==> src/rtl/sstf_pkg.sv <==
// ----------------------------------------------------------------------------
// sstf_pkg: shared types and constants for the SSTF disk request scheduler
// Beat structs, register indexes, control groups and the sequencer states.
// ----------------------------------------------------------------------------
package sstf_pkg;

  localparam int TRACK_W = 16;

  typedef struct packed {
    logic [TRACK_W-1:0] track;
    logic               batch_end;
  } in_item_t;

  typedef struct packed {
    logic [TRACK_W-1:0] served_track;
    logic               last_served;
  } out_item_t;

  typedef enum logic [1:0] {
    CFG_TRACK_COUNT  = 2'd0,
    CFG_START_HEAD   = 2'd1,
    CFG_START_UPWARD = 2'd2
  } cfg_index_t;

  typedef enum logic [1:0] {
    ST_IDLE = 2'd0,
    ST_SCAN = 2'd1,
    ST_PICK = 2'd2
  } state_t;

  typedef struct packed {
    logic shift;
    logic clr_all;
  } cell_ctl_t;

  typedef struct packed {
    logic en;
    logic clr;
  } pick_ctl_t;

  typedef struct packed {
    logic               found;
    logic               moved;
    logic               go_up;
    logic [TRACK_W-1:0] track;
  } pick_res_t;

endpackage

==> src/rtl/sstf_cell.sv <==
// ----------------------------------------------------------------------------
// sstf_cell: one slot of the request ring
// Holds one track and its valid bit; takes the neighbor's slot on shift.
// ----------------------------------------------------------------------------
module sstf_cell #(
  parameter int TRACK_BITS = 16
) (
  input  logic                  clk,
  input  logic                  rst_n,
  input  sstf_pkg::cell_ctl_t   ctl,
  input  logic [TRACK_BITS-1:0] d_track,
  input  logic                  d_valid,
  output logic [TRACK_BITS-1:0] q_track,
  output logic                  q_valid
);
  import sstf_pkg::*;

  logic [TRACK_BITS-1:0] track_r;
  logic                  valid_r;

  always_ff @(posedge clk) begin
    if (!rst_n) begin
      valid_r <= 1'b0;
    end else if (ctl.clr_all) begin
      valid_r <= 1'b0;
    end else if (ctl.shift) begin
      valid_r <= d_valid;
    end
  end

  always_ff @(posedge clk) begin
    if (ctl.shift) begin
      track_r <= d_track;
    end
  end

  assign q_track = track_r;
  assign q_valid = valid_r;

endmodule

==> src/rtl/sstf_pick.sv <==
// ----------------------------------------------------------------------------
// sstf_pick: nearest-track search at the ring tail
// Tracks the head hit, the nearest slot below and above over one pass,
// then resolves the winner with the direction tie break.
// ----------------------------------------------------------------------------
module sstf_pick #(
  parameter int IDX_W = 5
) (
  input  logic                         clk,
  input  logic                         rst_n,
  input  sstf_pkg::pick_ctl_t          ctl,
  input  logic [sstf_pkg::TRACK_W-1:0] tail_track,
  input  logic                         tail_valid,
  input  logic [IDX_W-1:0]             tail_idx,
  input  logic [sstf_pkg::TRACK_W-1:0] head,
  input  logic                         up,
  output sstf_pkg::pick_res_t          res,
  output logic [IDX_W-1:0]             sel_idx
);
  import sstf_pkg::*;

  logic               hit_f_r, hit_f_nxt;
  logic [IDX_W-1:0]   hit_idx_r, hit_idx_nxt;
  logic               lo_f_r, lo_f_nxt;
  logic [TRACK_W-1:0] lo_t_r, lo_t_nxt;
  logic [IDX_W-1:0]   lo_idx_r, lo_idx_nxt;
  logic               hi_f_r, hi_f_nxt;
  logic [TRACK_W-1:0] hi_t_r, hi_t_nxt;
  logic [IDX_W-1:0]   hi_idx_r, hi_idx_nxt;
  logic [TRACK_W-1:0] dl, dh;
  logic               go_up;

  always_comb begin
    hit_f_nxt   = hit_f_r;
    hit_idx_nxt = hit_idx_r;
    lo_f_nxt    = lo_f_r;
    lo_t_nxt    = lo_t_r;
    lo_idx_nxt  = lo_idx_r;
    hi_f_nxt    = hi_f_r;
    hi_t_nxt    = hi_t_r;
    hi_idx_nxt  = hi_idx_r;
    if (ctl.clr) begin
      hit_f_nxt = 1'b0;
      lo_f_nxt  = 1'b0;
      hi_f_nxt  = 1'b0;
    end else if (ctl.en && tail_valid) begin
      if (tail_track == head) begin
        if (!hit_f_r) begin
          hit_f_nxt   = 1'b1;
          hit_idx_nxt = tail_idx;
        end
      end else if (tail_track < head) begin
        if (!lo_f_r || tail_track > lo_t_r) begin
          lo_f_nxt   = 1'b1;
          lo_t_nxt   = tail_track;
          lo_idx_nxt = tail_idx;
        end
      end else begin
        if (!hi_f_r || tail_track < hi_t_r) begin
          hi_f_nxt   = 1'b1;
          hi_t_nxt   = tail_track;
          hi_idx_nxt = tail_idx;
        end
      end
    end
  end

  always_ff @(posedge clk) begin
    if (!rst_n) begin
      hit_f_r <= 1'b0;
      lo_f_r  <= 1'b0;
      hi_f_r  <= 1'b0;
    end else begin
      hit_f_r <= hit_f_nxt;
      lo_f_r  <= lo_f_nxt;
      hi_f_r  <= hi_f_nxt;
    end
  end

  always_ff @(posedge clk) begin
    hit_idx_r <= hit_idx_nxt;
    lo_t_r    <= lo_t_nxt;
    lo_idx_r  <= lo_idx_nxt;
    hi_t_r    <= hi_t_nxt;
    hi_idx_r  <= hi_idx_nxt;
  end

  assign dl = head - lo_t_r;
  assign dh = hi_t_r - head;

  always_comb begin
    if (!lo_f_r) begin
      go_up = 1'b1;
    end else if (!hi_f_r) begin
      go_up = 1'b0;
    end else if (dh < dl) begin
      go_up = 1'b1;
    end else if (dl < dh) begin
      go_up = 1'b0;
    end else begin
      go_up = up;
    end
  end

  always_comb begin
    res.found = hit_f_r | lo_f_r | hi_f_r;
    res.moved = !hit_f_r;
    if (hit_f_r) begin
      res.go_up = up;
      res.track = head;
      sel_idx   = hit_idx_r;
    end else if (go_up) begin
      res.go_up = 1'b1;
      res.track = hi_t_r;
      sel_idx   = hi_idx_r;
    end else begin
      res.go_up = 1'b0;
      res.track = lo_t_r;
      sel_idx   = lo_idx_r;
    end
  end

endmodule

==> src/rtl/sstf_disk_request_scheduler_top.sv <==
// ----------------------------------------------------------------------------
// sstf_disk_request_scheduler_top: shortest-seek-time-first request scheduler
// Usage:
//   Input beats: drive start with in_item while busy is low. A track at or
//   above track_count, or beyond the ring capacity, is dropped. A beat with
//   batch_end closes the batch. After batch_end the block is busy and emits
//   one out_valid strobe per pending request in seek order, last_served set
//   on the final one. An empty batch gives no results and busy stays low.
//   For each result the requests circulate once around a ring of MAX_REQUESTS
//   cells past one compare unit at the tail, then the pick state resolves the
//   winner. Results are one-cycle strobes; the receiver cannot stall them.
//   Configuration: write cfg_index/cfg_data with cfg_valid; cfg_ready
//   follows !busy. Unknown indexes are ignored.
//   Reset empties the ring and sets track_count 65535, start_head 0 and
//   start_upward 1.
// ----------------------------------------------------------------------------
module sstf_disk_request_scheduler_top #(
  parameter int MAX_REQUESTS = 32,
  parameter int TRACK_BITS   = 16
) (
  input  logic                         clk,
  input  logic                         rst_n,
  input  logic                         start,
  output logic                         busy,
  input  sstf_pkg::in_item_t           in_item,
  output logic                         out_valid,
  output sstf_pkg::out_item_t          out_item,
  input  logic                         cfg_valid,
  output logic                         cfg_ready,
  input  logic [1:0]                   cfg_index,
  input  logic [sstf_pkg::TRACK_W-1:0] cfg_data
);
  import sstf_pkg::*;

  localparam int IDX_W = $clog2(MAX_REQUESTS);
  localparam int CNT_W = $clog2(MAX_REQUESTS + 1);
  localparam logic [IDX_W-1:0] LAST_IDX = IDX_W'(MAX_REQUESTS - 1);
  localparam logic [CNT_W-1:0] FULL_CNT = CNT_W'(MAX_REQUESTS);

  state_t             state_r, state_nxt;
  logic [IDX_W-1:0]   cnt_r, cnt_nxt;
  logic [CNT_W-1:0]   count_r, count_nxt;
  logic [CNT_W-1:0]   rem_r, rem_nxt;
  logic [TRACK_W-1:0] head_r, head_nxt;
  logic               up_r, up_nxt;
  logic [IDX_W-1:0]   sel_idx_r, sel_idx_nxt;
  logic               clr_pend_r, clr_pend_nxt;
  logic               out_valid_r, out_valid_nxt;
  out_item_t          out_r, out_nxt;
  logic [TRACK_W-1:0] track_count_r;
  logic [TRACK_W-1:0] start_head_r;
  logic               start_upward_r;

  logic               accept;
  logic               ins_ok;
  logic [CNT_W-1:0]   count_after;
  logic               kill;
  cell_ctl_t          cell_ctl;
  pick_ctl_t          pick_ctl;
  pick_res_t          pick_res;
  logic [IDX_W-1:0]   pick_idx;

  logic [TRACK_BITS-1:0] cell_track [MAX_REQUESTS];
  logic                  cell_valid [MAX_REQUESTS];
  logic [TRACK_BITS-1:0] ring_d_track;
  logic                  ring_d_valid;
  logic                  tail_valid;

  assign accept = start && !busy;
  assign ins_ok = ((32'(in_item.track) >> TRACK_BITS) == 32'd0) &&
                  (in_item.track < track_count_r) && (count_r < FULL_CNT);
  assign count_after = count_r + CNT_W'(ins_ok);
  assign kill = clr_pend_r && (cnt_r == sel_idx_r);
  assign tail_valid = cell_valid[MAX_REQUESTS-1] && !kill;

  always_comb begin
    if (state_r == ST_SCAN) begin
      ring_d_track = cell_track[MAX_REQUESTS-1];
      ring_d_valid = tail_valid;
    end else begin
      ring_d_track = TRACK_BITS'(in_item.track);
      ring_d_valid = 1'b1;
    end
  end

  for (genvar i = 0; i < MAX_REQUESTS; i++) begin : g_cell
    sstf_cell #(
      .TRACK_BITS(TRACK_BITS)
    ) u_cell (
      .clk     (clk),
      .rst_n   (rst_n),
      .ctl     (cell_ctl),
      .d_track ((i == 0) ? ring_d_track : cell_track[(i == 0) ? 0 : i-1]),
      .d_valid ((i == 0) ? ring_d_valid : cell_valid[(i == 0) ? 0 : i-1]),
      .q_track (cell_track[i]),
      .q_valid (cell_valid[i])
    );
  end

  sstf_pick #(
    .IDX_W(IDX_W)
  ) u_pick (
    .clk        (clk),
    .rst_n      (rst_n),
    .ctl        (pick_ctl),
    .tail_track (TRACK_W'(cell_track[MAX_REQUESTS-1])),
    .tail_valid (tail_valid),
    .tail_idx   (cnt_r),
    .head       (head_r),
    .up         (up_r),
    .res        (pick_res),
    .sel_idx    (pick_idx)
  );

  // next state
  always_comb begin
    state_nxt = state_r;
    case (state_r)
      ST_IDLE: begin
        if (accept && in_item.batch_end && (count_after != '0)) begin
          state_nxt = ST_SCAN;
        end
      end
      ST_SCAN: begin
        if (cnt_r == LAST_IDX) begin
          state_nxt = ST_PICK;
        end
      end
      ST_PICK: begin
        if (!pick_res.found || (rem_r == CNT_W'(1))) begin
          state_nxt = ST_IDLE;
        end else begin
          state_nxt = ST_SCAN;
        end
      end
      default: state_nxt = ST_IDLE;
    endcase
  end

  // outputs and datapath
  always_comb begin
    busy             = (state_r != ST_IDLE);
    cell_ctl.shift   = 1'b0;
    cell_ctl.clr_all = 1'b0;
    pick_ctl.en      = 1'b0;
    pick_ctl.clr     = 1'b1;
    cnt_nxt          = cnt_r;
    count_nxt        = count_r;
    rem_nxt          = rem_r;
    head_nxt         = head_r;
    up_nxt           = up_r;
    sel_idx_nxt      = sel_idx_r;
    clr_pend_nxt     = clr_pend_r;
    out_valid_nxt    = 1'b0;
    out_nxt          = out_r;
    case (state_r)
      ST_IDLE: begin
        if (accept) begin
          cell_ctl.shift = ins_ok;
          count_nxt      = count_after;
          if (in_item.batch_end) begin
            head_nxt     = start_head_r;
            up_nxt       = start_upward_r;
            rem_nxt      = count_after;
            cnt_nxt      = '0;
            clr_pend_nxt = 1'b0;
          end
        end
      end
      ST_SCAN: begin
        cell_ctl.shift = 1'b1;
        pick_ctl.en    = 1'b1;
        pick_ctl.clr   = 1'b0;
        cnt_nxt        = (cnt_r == LAST_IDX) ? '0 : cnt_r + IDX_W'(1);
      end
      ST_PICK: begin
        if (pick_res.found) begin
          out_valid_nxt        = 1'b1;
          out_nxt.served_track = pick_res.track;
          out_nxt.last_served  = (rem_r == CNT_W'(1));
          rem_nxt              = rem_r - CNT_W'(1);
          sel_idx_nxt          = pick_idx;
          clr_pend_nxt         = 1'b1;
          if (pick_res.moved) begin
            head_nxt = pick_res.track;
            up_nxt   = pick_res.go_up;
          end
        end
        if (!pick_res.found || (rem_r == CNT_W'(1))) begin
          cell_ctl.clr_all = 1'b1;
          count_nxt        = '0;
        end
      end
      default: begin
        cell_ctl.clr_all = 1'b1;
      end
    endcase
  end

  always_ff @(posedge clk) begin
    if (!rst_n) begin
      state_r     <= ST_IDLE;
      cnt_r       <= '0;
      count_r     <= '0;
      rem_r       <= '0;
      head_r      <= '0;
      up_r        <= 1'b1;
      sel_idx_r   <= '0;
      clr_pend_r  <= 1'b0;
      out_valid_r <= 1'b0;
    end else begin
      state_r     <= state_nxt;
      cnt_r       <= cnt_nxt;
      count_r     <= count_nxt;
      rem_r       <= rem_nxt;
      head_r      <= head_nxt;
      up_r        <= up_nxt;
      sel_idx_r   <= sel_idx_nxt;
      clr_pend_r  <= clr_pend_nxt;
      out_valid_r <= out_valid_nxt;
    end
  end

  always_ff @(posedge clk) begin
    out_r <= out_nxt;
  end

  assign cfg_ready = !busy;

  always_ff @(posedge clk) begin
    if (!rst_n) begin
      track_count_r  <= 16'hFFFF;
      start_head_r   <= '0;
      start_upward_r <= 1'b1;
    end else if (cfg_valid && cfg_ready) begin
      case (cfg_index)
        CFG_TRACK_COUNT:  track_count_r  <= cfg_data;
        CFG_START_HEAD:   start_head_r   <= cfg_data;
        CFG_START_UPWARD: start_upward_r <= cfg_data[0];
        default: ;
      endcase
    end
  end

  assign out_valid = out_valid_r;
  assign out_item  = out_r;

`ifndef SYNTH
  a_strobe_after_pick: assert property (@(posedge clk) disable iff (!rst_n)
    out_valid_r |-> $past(state_r == ST_PICK))
    else $error("result strobe without a pick cycle");

  a_last_goes_idle: assert property (@(posedge clk) disable iff (!rst_n)
    (out_valid_r && out_r.last_served) |-> (state_r == ST_IDLE && count_r == '0))
    else $error("final result while batch still active");

  a_count_bound: assert property (@(posedge clk) disable iff (!rst_n)
    (count_r <= FULL_CNT) && (rem_r <= count_r || state_r == ST_IDLE))
    else $error("request count out of range");
`endif

endmodule

==> config.mk <==
export PLATFORM = sky130hd
export DESIGN_NAME = sstf_disk_request_scheduler_top
export DESIGN_NICKNAME = d
export VERILOG_FILES = /design/src/rtl/sstf_pkg.sv /design/src/rtl/sstf_cell.sv /design/src/rtl/sstf_pick.sv /design/src/rtl/sstf_disk_request_scheduler_top.sv
export SDC_FILE = /design/constraint.sdc
export NUM_CORES = 1
export LEC_CHECK = 0
export BUFFER_PORTS_ARGS = -buffer_cell sky130_fd_sc_hd__clkbuf_2
export CORE_MARGIN = 1
export CORE_UTILIZATION = 40
export CTS_CLUSTER_DIAMETER = 100
export CTS_CLUSTER_SIZE = 40
export DETAILED_ROUTE_END_ITERATION = 6
export GPL_ROUTABILITY_DRIVEN = 0
export SLEW_MARGIN = 10
export SYNTH_ARGS = -nofsm -noshare
export SYNTH_HDL_FRONTEND = slang
export SYNTH_SLANG_ARGS = --single-unit
export TNS_END_PERCENT = 30
==> constraint.sdc <==
create_clock -name clk -period 12.1 [get_ports clk]
set_input_delay 1.21 -clock clk [delete_from_list [all_inputs] [get_ports clk]]
set_output_delay 1.21 -clock clk [all_outputs]
set_load 0.005 [all_outputs]
* After elaboration in Yosys (flattened, before gate mapping)
Cells that the tools add are included.
** Word-level totals
- Register bits :: 687
- Input port bits :: 39
- Output and inout bits :: 20
- Word-level logic and storage cells :: 206
** Cells by class
- Add/subtract/negate cells :: 5
- $lt $le $gt $ge :: 7
- Equal/unequal tests :: 15
- Mux-type cells :: 45
- Bitwise logic cells :: 7
- Reduce and logical (&&, ||, !) cells :: 41
** Operators with widths (number)
- 16-bit less-than comparator :: 5
- 16-bit 2-to-1 mux :: 5
- 17-bit 2-to-1 mux :: 2
- 16-bit case mux with 2 select lines :: 1
- 16-bit subtractor :: 2
- 6-bit 2-to-1 mux :: 5
- 5-bit 2-to-1 mux :: 5
- 6-bit case mux with 2 select lines :: 2
- 16-bit equality test :: 1
- 16-bit greater-than comparator :: 1
- 1-bit 2-to-1 mux :: 16
- 4-bit AND reduction :: 4
- 5-bit AND reduction :: 3
- 2-bit AND reduction :: 7
- 2-bit != test (second input constant) :: 6
- 5-bit case mux with 2 select lines :: 1
- 1-bit logical AND :: 8
- 1-bit case mux with 2 select lines :: 4
- 6-bit by 1-bit adder with 6-bit output :: 1
- 6-bit by 1-bit equality test with 1-bit output (second input constant) :: 1
- 6-bit less-than comparator (second input constant) :: 1
- 2-bit 2-to-1 mux :: 3
- 2-bit case mux with 3 select lines :: 1
- 3-bit AND reduction :: 2
- other kinds (15) :: 33

* Logic depth before layout (Yosys ltp)
Gate-level depths: netlist of the first run.
- Depth in word-level cells :: 11
- Mapped depth :: 21
- Mapped depth without buffers :: 19

* Cells and area by module
A second synthesis of the first run with hierarchy kept.
** Unflattened totals
- Cell total of the unflattened synthesis :: 1650
- Area, all modules :: 26156.3 sq um
** By module, submodules not included
- sstf_cell :: times used 32, cells an instance 19, area each 523.0 sq um, sequential area each 500.5 sq um
- sstf_pick :: times used 1, cells an instance 532, area each 4906.0 sq um, sequential area each 1471.4 sq um
- sstf_disk_request_scheduler_top :: times used 1, cells an instance 510, area each 4514.3 sq um, sequential area each 2031.9 sq um

* Worst setup path before layout of the first run
No wires, ideal clock.
- Path type :: input to register
- Start point :: in in_item[16] (netlist name)
- End point :: reg g_cell[18].u_cell.valid_r
- Library setup time :: 0.136 ns
- Arrival time :: 9.016 ns
- Required time :: 11.964 ns
- Slack :: 2.948 ns
- Cell stages on the path :: 10
- Buffers on the path :: 2
- Path through :: ha_1 -> a211oi_1 -> o21ai_0 -> a21oi_1 -> o211a_1 -> a21o_1 -> clkbuf_1 -> buf_2 -> mux2i_1 -> nor2_1
** RTL lines
- start: declaration :: RTL line sstf_disk_request_scheduler_top.sv:25 : input sstf_pkg::in_item_t in_item,
- end signal: assignment :: RTL line sstf_cell.sv:27 : valid_r <= d_valid;
- end: declaration :: RTL line sstf_cell.sv:19 : logic valid_r;

==> summary.txt, run 1 <==
Power and ir drop
  • Leakage: 10.0 nW
  • Post-layout power: 4.70 mW
  • VDD IR max: about 0.14 mV
  • Pwr Density: between 150 and 200 mW/mm^2

GRT
  • Initial antenna violation count: 2
  • GRT Overall Usage: 14.1%
  • Number of global-route vias before repair: 12,300
  • Grt ovf: 0
  • First-pass GRT wire length: a little over 70 mm
  • Pin count of the biggest net entering global routing: 187

Final layout
  • Fraction of final layout cells with drive strength greater than 1: just over 8%
  • Fin nets: ~1,800
  • Post-route cell area: 0.0278 sq mm
  • Final Util: 44.0%
  • Area grow syn2layout: 8.55%
  • Final-layout fill cell count: 5,575
  • Ant diodes: 0
  • Non-Filler Instances: 2,553

Clock network
  • Post-CTS Setup Bufs: 0
  • Total of cells resized after clock tree synthesis: 0
  • Clk slew on worst S/H paths: 130 ps
  • CTS tree: built
  • CTS root buf: clkbuf_16
  • CTS H-tree depth: 1
  • Latest clock arrival within the worst-skew pair: about 610 ps
  • Clk sinks: 687
  • Clock Path Buffers: 3
  • Cts hold-fix bufs: 0
  • CTS buffer count: 25

Floorplanning
  • Initial core utilization: 40.5%
  • I/O pins: 59
  • Core area: 0.0632 sq mm
  • Row Count: 92
  • Die span in x: 255 um
  • Die Span Y: 255 um
  • Die area: 0.0650 sq mm

Min path
  • HP Start: g_cell[20].u_cell.q_track[15]
  • Hold Path Cell Cnt: 0
  • Hold Path Class: flop to flop

Yosys
  • Synth area leaders: edfxtp_1, dfxtp_1, ha_1
  • Area of the mapped netlist: ~0.026 sq mm
  • Distinct cells, synth: 54
  • EDFF count, synth: 576
  • Largest area contributor in the netlist: edfxtp_1
  • Synth Register Bits: a little under 700
  • Seq/Total Area, Yosys: 76.2%
  • Mean Syn Cell Area: 15.7 sq um
  • Synth Instances: 1,632
  • Area fraction of the dominant cell type after synthesis: 67.5%
  • Dominant synthesized flop cell: edfxtp_1
  • Synthesized net count: 1,787
  • Synth warn: 0
  • Cell with the most instances after synthesis: edfxtp_1
  • Asr flop ratio synth: 0%
  • Post-synth top cells: edfxtp_1, nand2_1, a21oi_1, ha_1, nor2_1

STA
  • Worst-Margin Slew: around 1100 ps
  • Crit path time final: 5370 ps
  • Final hold viol count: 0
  • Setup tns final: 0 ps
  • Slew Viols, Final: 0
  • Tcrit/Tclk final: 44.4%
  • Max frequency: 186 MHz
  • Setup Viol. Count Final: 0
  • Final worst slack: 6730 ps
  • Hold WS: 395 ps
  • Clk_skew: approximately 50 ps
  • Worst slew margin: 25.8%
  • RSZ-0062 raised after global routing: false

Drt
  • Residual DRC: 0
  • Post-route antenna net violation count: 0
  • Vias per cell: about 5.0
  • Iter 0 DRT Violations: ~1,000
  • Pre-Repair DR Iteration Count: 5
  • Final WL: 45.1 mm
  • Wire per inst: 17.7 um
  • Total number of vias: ~13,000

Setup path
  • CP startpoint: u_pick.hi_t_r[0]
  • CP arrival: 5740 ps
  • Worst Reg-to-Reg Cells: 18
  • FF-to-FF End: out_item[16]
  • CP endpoint: out_item[16]
  • Critical path class: flop to flop
  • Critical Path RT: roughly 12,000 ps
  • FF-to-FF setup slack: 6730 ps
  • Startpoint types: flop
  • Maximum fanout along the worst path: 22
  • Worst r2r src: u_pick.hi_t_r[0]
  • Crit. End Element: flop

Placement
  • Placed cell count: 2,507
  • Pre-CTS setup slack: ~6600 ps
  • DP HPWL: between 20 and 30 mm
  • Placed Area: 0.0269 sq mm
  • Port bufs: 58

Status
  • Status: finished clean

Job
  • Max-Cap Viols: 0
area by class of cell:
cell class	count	area, sq um	share of cell area (%)
timing repair buffer	72	408	1.47
clock inverter	14	229	0.824
multi-input combinational	819	5620	20.2
tap	846	1060	3.81
inverter	83	312	1.12
sequential	687	19500	70.2
clock buffer	32	652	2.35
where the power goes:
group / internal [mW] / switching (mW)
Combinational: 0.120 / 0.278
Sequential: 3.02 / 0.116
Clock: 0.426 / 0.733
Total: 3.57 / 1.13
registers in the layout, summed over array words and instances (netlist names):
register,count
u_pick.hi_t_r,16
clr_pend_r,1
rem_r,6
u_pick.hit_idx_r,5
start_head_r,16
u_pick.lo_f_r,1
head_r,16
count_r,6
out_valid,1
start_upward_r,1
u_pick.hit_f_r,1
state_r,2
up_r,1
u_pick.lo_idx_r,5
g_cell.u_cell.q_valid,32
out_item,17
cnt_r,5
u_pick.hi_idx_r,5
sel_idx_r,5
u_pick.lo_t_r,16
track_count_r,16
u_pick.hi_f_r,1
g_cell.u_cell.q_track,512
metal layers:
layer	vias to the layer above	GRT usage [%]	routed length [um]
met1	6365	21.1	22100
met5	-	0	13
li1	6163	-	-
met3	36	2.13	2000
met4	2	2.81	690
met2	227	21.9	20300
worst min path at each step:
stage	end	slack [ps]
after floorplan	g_cell[10].u_cell.q_track[0]	400
after global placement	g_cell[26].u_cell.q_track[0]	400
after detailed placement	g_cell[10].u_cell.q_track[10]	400
after CTS	g_cell[21].u_cell.q_track[15]	390
after global routing	g_cell[21].u_cell.q_track[15]	400
final	g_cell[21].u_cell.q_track[15]	400
worst max-delay path, cell delays in order (launching register included):
cell and delay (ps):
edfxtp_1 430, inv_1 60, ha_1 200, fa_1 440, nor2b_1 200, o31a_1 230, o211ai_1 170, o21ai_0 370
a21o_1 170, a21oi_1 70, xnor2_1 150, ha_1 320, nand4_1 170, or4_1 600, a21oi_1 150, o31a_2 710
mux2i_1 310, nor2_1 60, a21oi_1 330
placed cells by master, fill, tap and decap left out, types with 30 or more instances in the layout:
cell type and n:
inv_1 82, nor2_1 113, dfxtp_1 111, ha_1 114, clkbuf_2 58, nand2_1 125
mux2i_1 54, edfxtp_1 576, nand3_1 30, a21oi_1 114, o21ai_0 46
kinds of logic after synthesis:
| group | Yosys count | share of synthesized area (%) |
|---|---|---|
| flops | 687 | 76.2 |
| buf+inv | 126 | 1.96 |
| mux | 55 | 2.15 |
| simple gates | 343 | 5.93 |
| compound gates | 272 | 6.88 |
| fa+ha+maj | 116 | 5.73 |
| xor+xnor | 33 | 1.13 |
No activity file was read; power rests on OpenSTA's default activity.
==> inputs of run 2 (changes only) <==
==> constraint.sdc (replaced) <==
create_clock -name clk -period 5.6 [get_ports clk]
set_input_delay 0.56 -clock clk [delete_from_list [all_inputs] [get_ports clk]]
set_output_delay 0.56 -clock clk [all_outputs]
set_load 0.005 [all_outputs]
==> run 2 against run 1 <==
  * Sequential share of layout area fell by 0.46 points
  * Clock skew rose by 1.3 ps
  * First-iteration DRC count rose by 9.8%
  * Maximum frequency rose by 5.7%
  * Routed wire length rose by 2.9%
  * Worst hold slack got worse by 210 ps
  * Core utilization rose by 0.29 points
  * Count of clock-buffer cells in the layout rose by 3
  * Via count rose by 1.3%
  * Power rose by 120%
  * Global-route usage rose by 0.32 points
==> summary.txt, run 2 (synthesis results as in run 1) <==
Status
  • Status: finished clean (unchanged)

Min path
  • HP Start: cfg_data[14] (was g_cell[20].u_cell.q_track[15])
  • Hold Path Class: input pin to flop (was flop to flop)
  • Hold Path End: start_head_r[14] (was g_cell[21].u_cell.q_track[15])
  • Hold Path Cell Cnt: 3 (was 0)

Final layout
  • Non-Filler Instances: 2,561 (was 2,553)
  • Commonest non-fill, non-tap cell in the layout: edfxtp_1 (unchanged)
  • Final Util: 44.3% (was 44.0%)
  • Max FFs per register: 512 (unchanged)
  • Commonest cells after routing, fill and taps aside: edfxtp_1, nand2_1, a21oi_1, ha_1, nor2_1 (unchanged)
  • Ant diodes: 0 (unchanged)
  • Fin nets: 1,850 (was 1,843)
  • Post-route cell area: 0.0280 sq mm (was 0.0278 sq mm)
  • Area grow syn2layout: 9.26% (was 8.55%)
  • Fraction of final layout cells with drive strength greater than 1: 8.45% (was 8.08%)

Power and ir drop
  • VDD IR max: 0.314 mV (was 0.144 mV)
  • Pwr Density: 369 mW/mm^2 (was 169 mW/mm^2)
  • Leakage: 10.1 nW (was 10.0 nW)

Floorplanning
  • Die Span Y: 255 um (unchanged)
  • Row Count: 92 (unchanged)
  • Die span in x: 255 um (unchanged)
  • Core area: 0.0632 sq mm (unchanged)
  • Initial core utilization: 40.5% (unchanged)
  • Die area: 0.0650 sq mm (unchanged)
  • I/O pins: 59 (unchanged)

STA
  • Crit path time final: 5090 ps (was 5370 ps)
  • Worst-Margin Slew: 1140 ps (was 1110 ps)
  • Clk_skew: 50.4 ps (was 49.1 ps)
  • Setup tns final: 0 ps (unchanged)
  • Max frequency: 197 MHz (was 186 MHz)
  • Slew Viols, Final: 0 (unchanged)
  • Worst slew margin: 23.9% (was 25.8%)
  • Tcrit/Tclk final: 90.8% (was 44.4%)
  • RSZ-0062 raised after global routing: false (unchanged)
  • Final hold viol count: 0 (unchanged)
  • Setup Viol. Count Final: 0 (unchanged)

Placement
  • DP HPWL: 30.8 mm (was 29.8 mm)
  • Placed cell count: 2,513 (was 2,507)
  • Placed Area: 0.0270 sq mm (was 0.0269 sq mm)
  • Port bufs: 58 (unchanged)

Drt
  • Iter 0 DRT Violations: 1,095 (was 997)
  • Vias per cell: 5.06 (was 5.01)
  • Total number of vias: 13,000 (was 12,800)
  • Final WL: 46.4 mm (was 45.1 mm)
  • Wire per inst: 18.1 um (was 17.7 um)
  • Post-route antenna net violation count: 0 (unchanged)
  • Residual DRC: 0 (unchanged)
  • Pre-Repair DR Iteration Count: 5 (unchanged)

Setup path
  • Cells along the critical path: inv_1 -> ha_1 -> nor2b_1 -> o31a_1 -> o21ai_0 -> a21oi_1 -> o21bai_1 -> mux2i_1 -> a2111oi_0 -> ha_1 -> nand4_1 -> or4_1 -> a21oi_1 -> o31a_1 -> buf_4 -> mux2i_1 -> nand3_1 -> a221oi_1 (was inv_1 -> ha_1 -> fa_1 -> nor2b_1 -> o31a_1 -> o211ai_1 -> o21ai_0 -> a21o_1 -> a21oi_1 -> xnor2_1 -> ha_1 -> nand4_1 -> or4_1 -> a21oi_1 -> o31a_2 -> mux2i_1 -> nor2_1 -> a21oi_1)
  • Crit. End Element: flop (unchanged)
  • CP delay by family, top: compound AO/OA/AOI/OAI gates (unchanged)
  • CP peak stage delay: 580 ps (was 710 ps)
  • Critical path class: flop to flop (unchanged)
  • Slowest-stage cell, CP: or4_1 (was o31a_2)
  • FF-to-FF End: head_r[1] (was out_item[16])
  • Worst Reg-to-Reg Cells: 18 (unchanged)
  • Worst r2r src: u_pick.lo_t_r[1] (was u_pick.hi_t_r[0])
  • CP arrival: 5560 ps (was 5740 ps)
  • Startpoint types: flop (unchanged)
  • CP Buf/Inv Count: 2 (was 1)
  • FF-to-FF setup slack: 510 ps (was 6730 ps)
  • Maximum fanout along the worst path: 22 (unchanged)
  • Critical Path RT: 6070 ps (was 12,470 ps)

GRT
  • Pin count of the biggest net entering global routing: 97 (was 187)
  • Initial antenna violation count: 2 (unchanged)
  • Number of global-route vias before repair: 12,400 (was 12,300)
  • First-pass GRT wire length: 72.5 mm (was 70.7 mm)
  • GRT Overall Usage: 14.4% (was 14.1%)
  • Grt ovf: 0 (unchanged)

Clock network
  • Clk sinks: 687 (unchanged)
  • Total of cells resized after clock tree synthesis: 0 (unchanged)
  • Clock Path Buffers: 3 (unchanged)
  • CTS root buf: clkbuf_16 (unchanged)
  • CTS H-tree depth: 1 (unchanged)
  • Cts hold-fix bufs: 0 (unchanged)
  • Latest clock arrival within the worst-skew pair: 630 ps (was 610 ps)
  • Post-CTS Setup Bufs: 0 (unchanged)
  • Clk slew on worst S/H paths: 130 ps (about the same)
  • CTS tree: built (unchanged)
  • CTS buffer count: 26 (was 25)

Job
  • Max-Cap Viols: 0 (unchanged)
## run 2: changes by cell type in the layout (fill, tap and decap cells not counted), sizes merged
cell / change
clkinvlp: -1
inv: -1
clkbuf: +3
clkinv: +1
buf: +6
## run 2: worst register-to-register path: cells and delay by family (launching register included)
kind	cells	cell delay, ps
buffers and inverters	2	550
flip-flops	1	380
AO/OA/AOI/OAI	8	2150
AND/OR/NAND/NOR	4	960
adder cells (fa/ha/maj)	2	490
multiplexers	2	420
## run 2: worst max path at each step
stage / from / endpoint / cells after the start / slack (ps)
3_3_place_gp: head_r[0] / out_item[1] / 20 / 790
2_1_floorplan: in_item[16] / g_cell[18].u_cell.q_valid / 10 / 790
3_5_place_dp: u_pick.lo_t_r[1] / out_item[1] / 18 / 670
6_report: u_pick.lo_t_r[1] / head_r[1] / 18 / 510
4_1_cts: u_pick.lo_t_r[1] / head_r[1] / 18 / 590
5_1_grt: u_pick.lo_t_r[1] / head_r[1] / 18 / 190
## run 2: area by class of cell
cell class | count | area [sq um]
Clock buffer | 35 | 727
Fill cell | 5499 | 35200
Inverter | 83 | 312
Clock inverter | 13 | 256
Timing Repair Buffer | 78 | 490
Sequential cell | 687 | 19500
Tap cell | 846 | 1060
Multi-Input combinational cell | 819 | 5620
## run 2: stage by stage
| step | worst slack, ps | total power, mW | hold WS [ps] |
|---|---|---|---|
| finish | 515 | 10.3 | 188 |
| global placement | 786 | 7.75 | 400 |
| detailed placement | 675 | 7.79 | 405 |
| CTS | 586 | 10.5 | 152 |
| floorplan | 789 | 7.44 | 400 |
| global route | 191 | 10.8 | 181 |
## run 2: power by group
group	switching [mW]	internal (mW)	leakage (nW)	total [mW]
Combinational	0.618	0.276	3.19	0.894
Sequential	0.244	6.53	6.49	6.77
Clock	1.65	1.02	0.460	2.67
## run 2: metal layers
metal	global-route usage (%)	part of all wire, %	routed length [um]	up-vias
met5	0	0.054	25	-
met4	2.79	1.5	679	4
met3	2.21	5.0	2330	51
met2	21.9	44	20600	230
met1	22.0	49	22800	6479
li1	-	-	-	6196
==> inputs of run 3 (changes only) <==
--- a/config.mk
+++ b/config.mk
@@ -7,11 +7,12 @@
 export LEC_CHECK = 0
 export BUFFER_PORTS_ARGS = -buffer_cell sky130_fd_sc_hd__clkbuf_2
 export CORE_MARGIN = 1
-export CORE_UTILIZATION = 40
+export CORE_UTILIZATION = 62
 export CTS_CLUSTER_DIAMETER = 100
 export CTS_CLUSTER_SIZE = 40
 export DETAILED_ROUTE_END_ITERATION = 6
 export GPL_ROUTABILITY_DRIVEN = 0
+export PLACE_DENSITY = 0.79
 export SLEW_MARGIN = 10
 export SYNTH_ARGS = -nofsm -noshare
 export SYNTH_HDL_FRONTEND = slang
==> run 3 against run 2 <==
  * The run now ends with DRC left
  * Core utilization grew 22 points
  * Final cell count shrank 13%
  * Register-to-register slack lost 110 ps
  * Critical endpoint is now head_r[5]
==> summary.txt, run 3 (synthesis results as in run 1) <==
STA
  • Final hold viol count: 0 (unchanged)
  • Setup Viol. Count Final: 0 (unchanged)
  • Tcrit/Tclk final: 92.8% (was 90.8%)
  • Worst slew margin: 21.8% (was 23.9%)
  • RSZ-0062 raised after global routing: false (unchanged)
  • Crit path time final: 5200 ps (was 5090 ps)
  • Slew Viols, Final: 0 (unchanged)
  • Worst-Margin Slew: 1170 ps (was 1140 ps)
  • Max frequency: 192 MHz (was 197 MHz)
  • Clk_skew: 31.4 ps (was 50.4 ps)
  • Setup tns final: 0 ps (unchanged)
  • Final worst slack: 401 ps (was 515 ps)

Clock network
  • CTS tree: built (unchanged)
  • Clk sinks: 687 (unchanged)
  • Post-CTS Setup Bufs: 0 (unchanged)
  • CTS root buf: clkbuf_16 (unchanged)
  • Latest clock arrival within the worst-skew pair: 590 ps (was 630 ps)
  • Total of cells resized after clock tree synthesis: 0 (unchanged)
  • Clock Path Buffers: 3 (unchanged)
  • Cts hold-fix bufs: 0 (unchanged)
  • Clk slew on worst S/H paths: 140 ps (was 130 ps)
  • CTS buffer count: 21 (was 26)
  • CTS H-tree depth: 1 (unchanged)

Setup path
  • CP arrival: 5700 ps (was 5560 ps)
  • Crit. End Element: flop (unchanged)
  • Stages on worst setup path: 18 (unchanged)
  • Slowest-stage cell, CP: or4_1 (unchanged)
  • CP delay by family, top: compound AO/OA/AOI/OAI gates (unchanged)
  • Critical path class: flop to flop (unchanged)
  • Critical Path RT: 6100 ps (was 6070 ps)
  • Maximum fanout along the worst path: 17 (was 22)
  • Cells along the critical path: inv_1 -> ha_1 -> nor2b_1 -> o31a_1 -> o21ai_0 -> a21oi_1 -> o21bai_1 -> mux2i_1 -> a2111oi_0 -> ha_1 -> nand4_1 -> or4_1 -> a21oi_1 -> o31a_1 -> buf_4 -> mux2i_1 -> nand3_1 -> a221oi_2 (was inv_1 -> ha_1 -> nor2b_1 -> o31a_1 -> o21ai_0 -> a21oi_1 -> o21bai_1 -> mux2i_1 -> a2111oi_0 -> ha_1 -> nand4_1 -> or4_1 -> a21oi_1 -> o31a_1 -> buf_4 -> mux2i_1 -> nand3_1 -> a221oi_1)
  • Worst Reg-to-Reg Cells: 18 (unchanged)
  • CP peak stage delay: 600 ps (was 580 ps)
  • Startpoint types: flop (unchanged)
  • CP Buf/Inv Count: 2 (unchanged)

Power and ir drop
  • Pwr Density: 360 mW/mm^2 (was 369 mW/mm^2)
  • Leakage: 9.95 nW (was 10.1 nW)
  • VDD IR max: 0.331 mV (was 0.314 mV)

Final layout
  • Fin nets: 1,842 (was 1,850)
  • Commonest cells after routing, fill and taps aside: edfxtp_1, nand2_1, a21oi_1, ha_1, nor2_1 (unchanged)
  • Area grow syn2layout: 6.23% (was 9.26%)
  • Fraction of final layout cells with drive strength greater than 1: 7.34% (was 8.45%)
  • Max FFs per register: 512 (unchanged)
  • Final-layout fill cell count: 2,706 (was 5,499)
  • Commonest non-fill, non-tap cell in the layout: edfxtp_1 (unchanged)

Placement
  • Port bufs: 58 (unchanged)
  • DP HPWL: 29.1 mm (was 30.8 mm)
  • Pre-CTS setup slack: 494 ps (was 675 ps)

Job
  • Max-Cap Viols: 0 (unchanged)

Floorplanning
  • Die Span Y: 205 um (was 255 um)
  • Initial core utilization: 62.7% (was 40.5%)
  • Core area: 0.0408 sq mm (was 0.0632 sq mm)
  • Die span in x: 205 um (was 255 um)
  • Row Count: 74 (was 92)
  • I/O pins: 59 (unchanged)
  • Die area: 0.0421 sq mm (was 0.0650 sq mm)

Drt
  • Pre-Repair DR Iteration Count: 7 (was 5)
  • Final WL: 44.1 mm (was 46.4 mm)
  • Wire per inst: 19.7 um (was 18.1 um)
  • Post-route antenna net violation count: 0 (unchanged)
  • Vias per cell: 5.81 (was 5.06)
  • Iter 0 DRT Violations: 1,105 (was 1,095)
  • Total number of vias: 13,000 (about the same)
  • Residual DRC: 6 (was 0)

GRT
  • Pin count of the biggest net entering global routing: 129 (was 97)
  • Grt ovf: 0 (unchanged)
  • First-pass GRT wire length: 69.5 mm (was 72.5 mm)
  • Number of global-route vias before repair: 12,700 (was 12,400)
  • GRT Overall Usage: 21.5% (was 14.4%)
  • Initial antenna violation count: 7 (was 2)

Min path
  • Hold Path Cell Cnt: 3 (unchanged)
  • Hold Path Class: input pin to flop (unchanged)

Status
  • Status: finished, violations left (was finished clean)
  • Failing checks: DRC
==> run 3: worst min-delay path, delay by kind of cell <==
family	cells	cell delay [ps]
AND/OR/NAND/NOR	1	50
buffers and inverters	1	90
AO/OA/AOI/OAI	1	50
==> run 3: area by class of cell <==
cell class              instances  area, sq um  share of cell area [%]
diodes                          5         12.5                  0.0460
inverters                      83          312                    1.15
clock inverters                 4         50.0                   0.184
repair buffers                 75          455                    1.67
flip-flops and latches        687        19500                    71.7
well taps                     532          666                    2.45
clock buffers                  34          574                    2.11
multi-input cells             819         5620                    20.6
==> run 3: path summary, 6_finish.rpt <==
| check | startpoint | endpoint | slack [ps] |
|---|---|---|---|
| worst max register to register | u_pick.lo_t_r[1] | head_r[5] | 400 |
| worst max-delay path | u_pick.lo_t_r[1] | head_r[5] | 400 |
| worst min-delay path | cfg_data[7] | start_head_r[7] | 200 |
| worst min register to register | g_cell[7].u_cell.q_track[14] | g_cell[8].u_cell.q_track[14] | 420 |
==> run 3: routing by layer <==
metal  part of all wire [%]  GRT usage, %  wire (um)  vias up
met5                  0.057             0         25        -
met4                    2.0          5.29        861        4
met3                    5.9          3.29       2590       53
met2                     46          33.7      20500      353
met1                     46          32.0      20200     6448
li1                       -             -          -     6161
==> run 3: per-stage QoR <==
step	cells	utilization (%)	total power [mW]	hold slack [ps]	area [sq um]
after floorplan	1632	-	7.44	400	25600
after global placement	2196	65.1	7.72	401	26600
after detailed placement	2196	65.1	7.77	405	26600
after CTS	2234	66.6	9.85	186	27200
after global routing	2237	66.6	10.2	198	27200
final	2239	66.6	9.78	202	27200
==> run 3: power breakdown <==
group | total (mW) | switching [mW] | internal [mW]
clock network | 2.12 | 1.38 | 0.743
logic | 0.880 | 0.608 | 0.272
registers | 6.78 | 0.252 | 6.53
total | 9.78 | 2.24 | 7.54
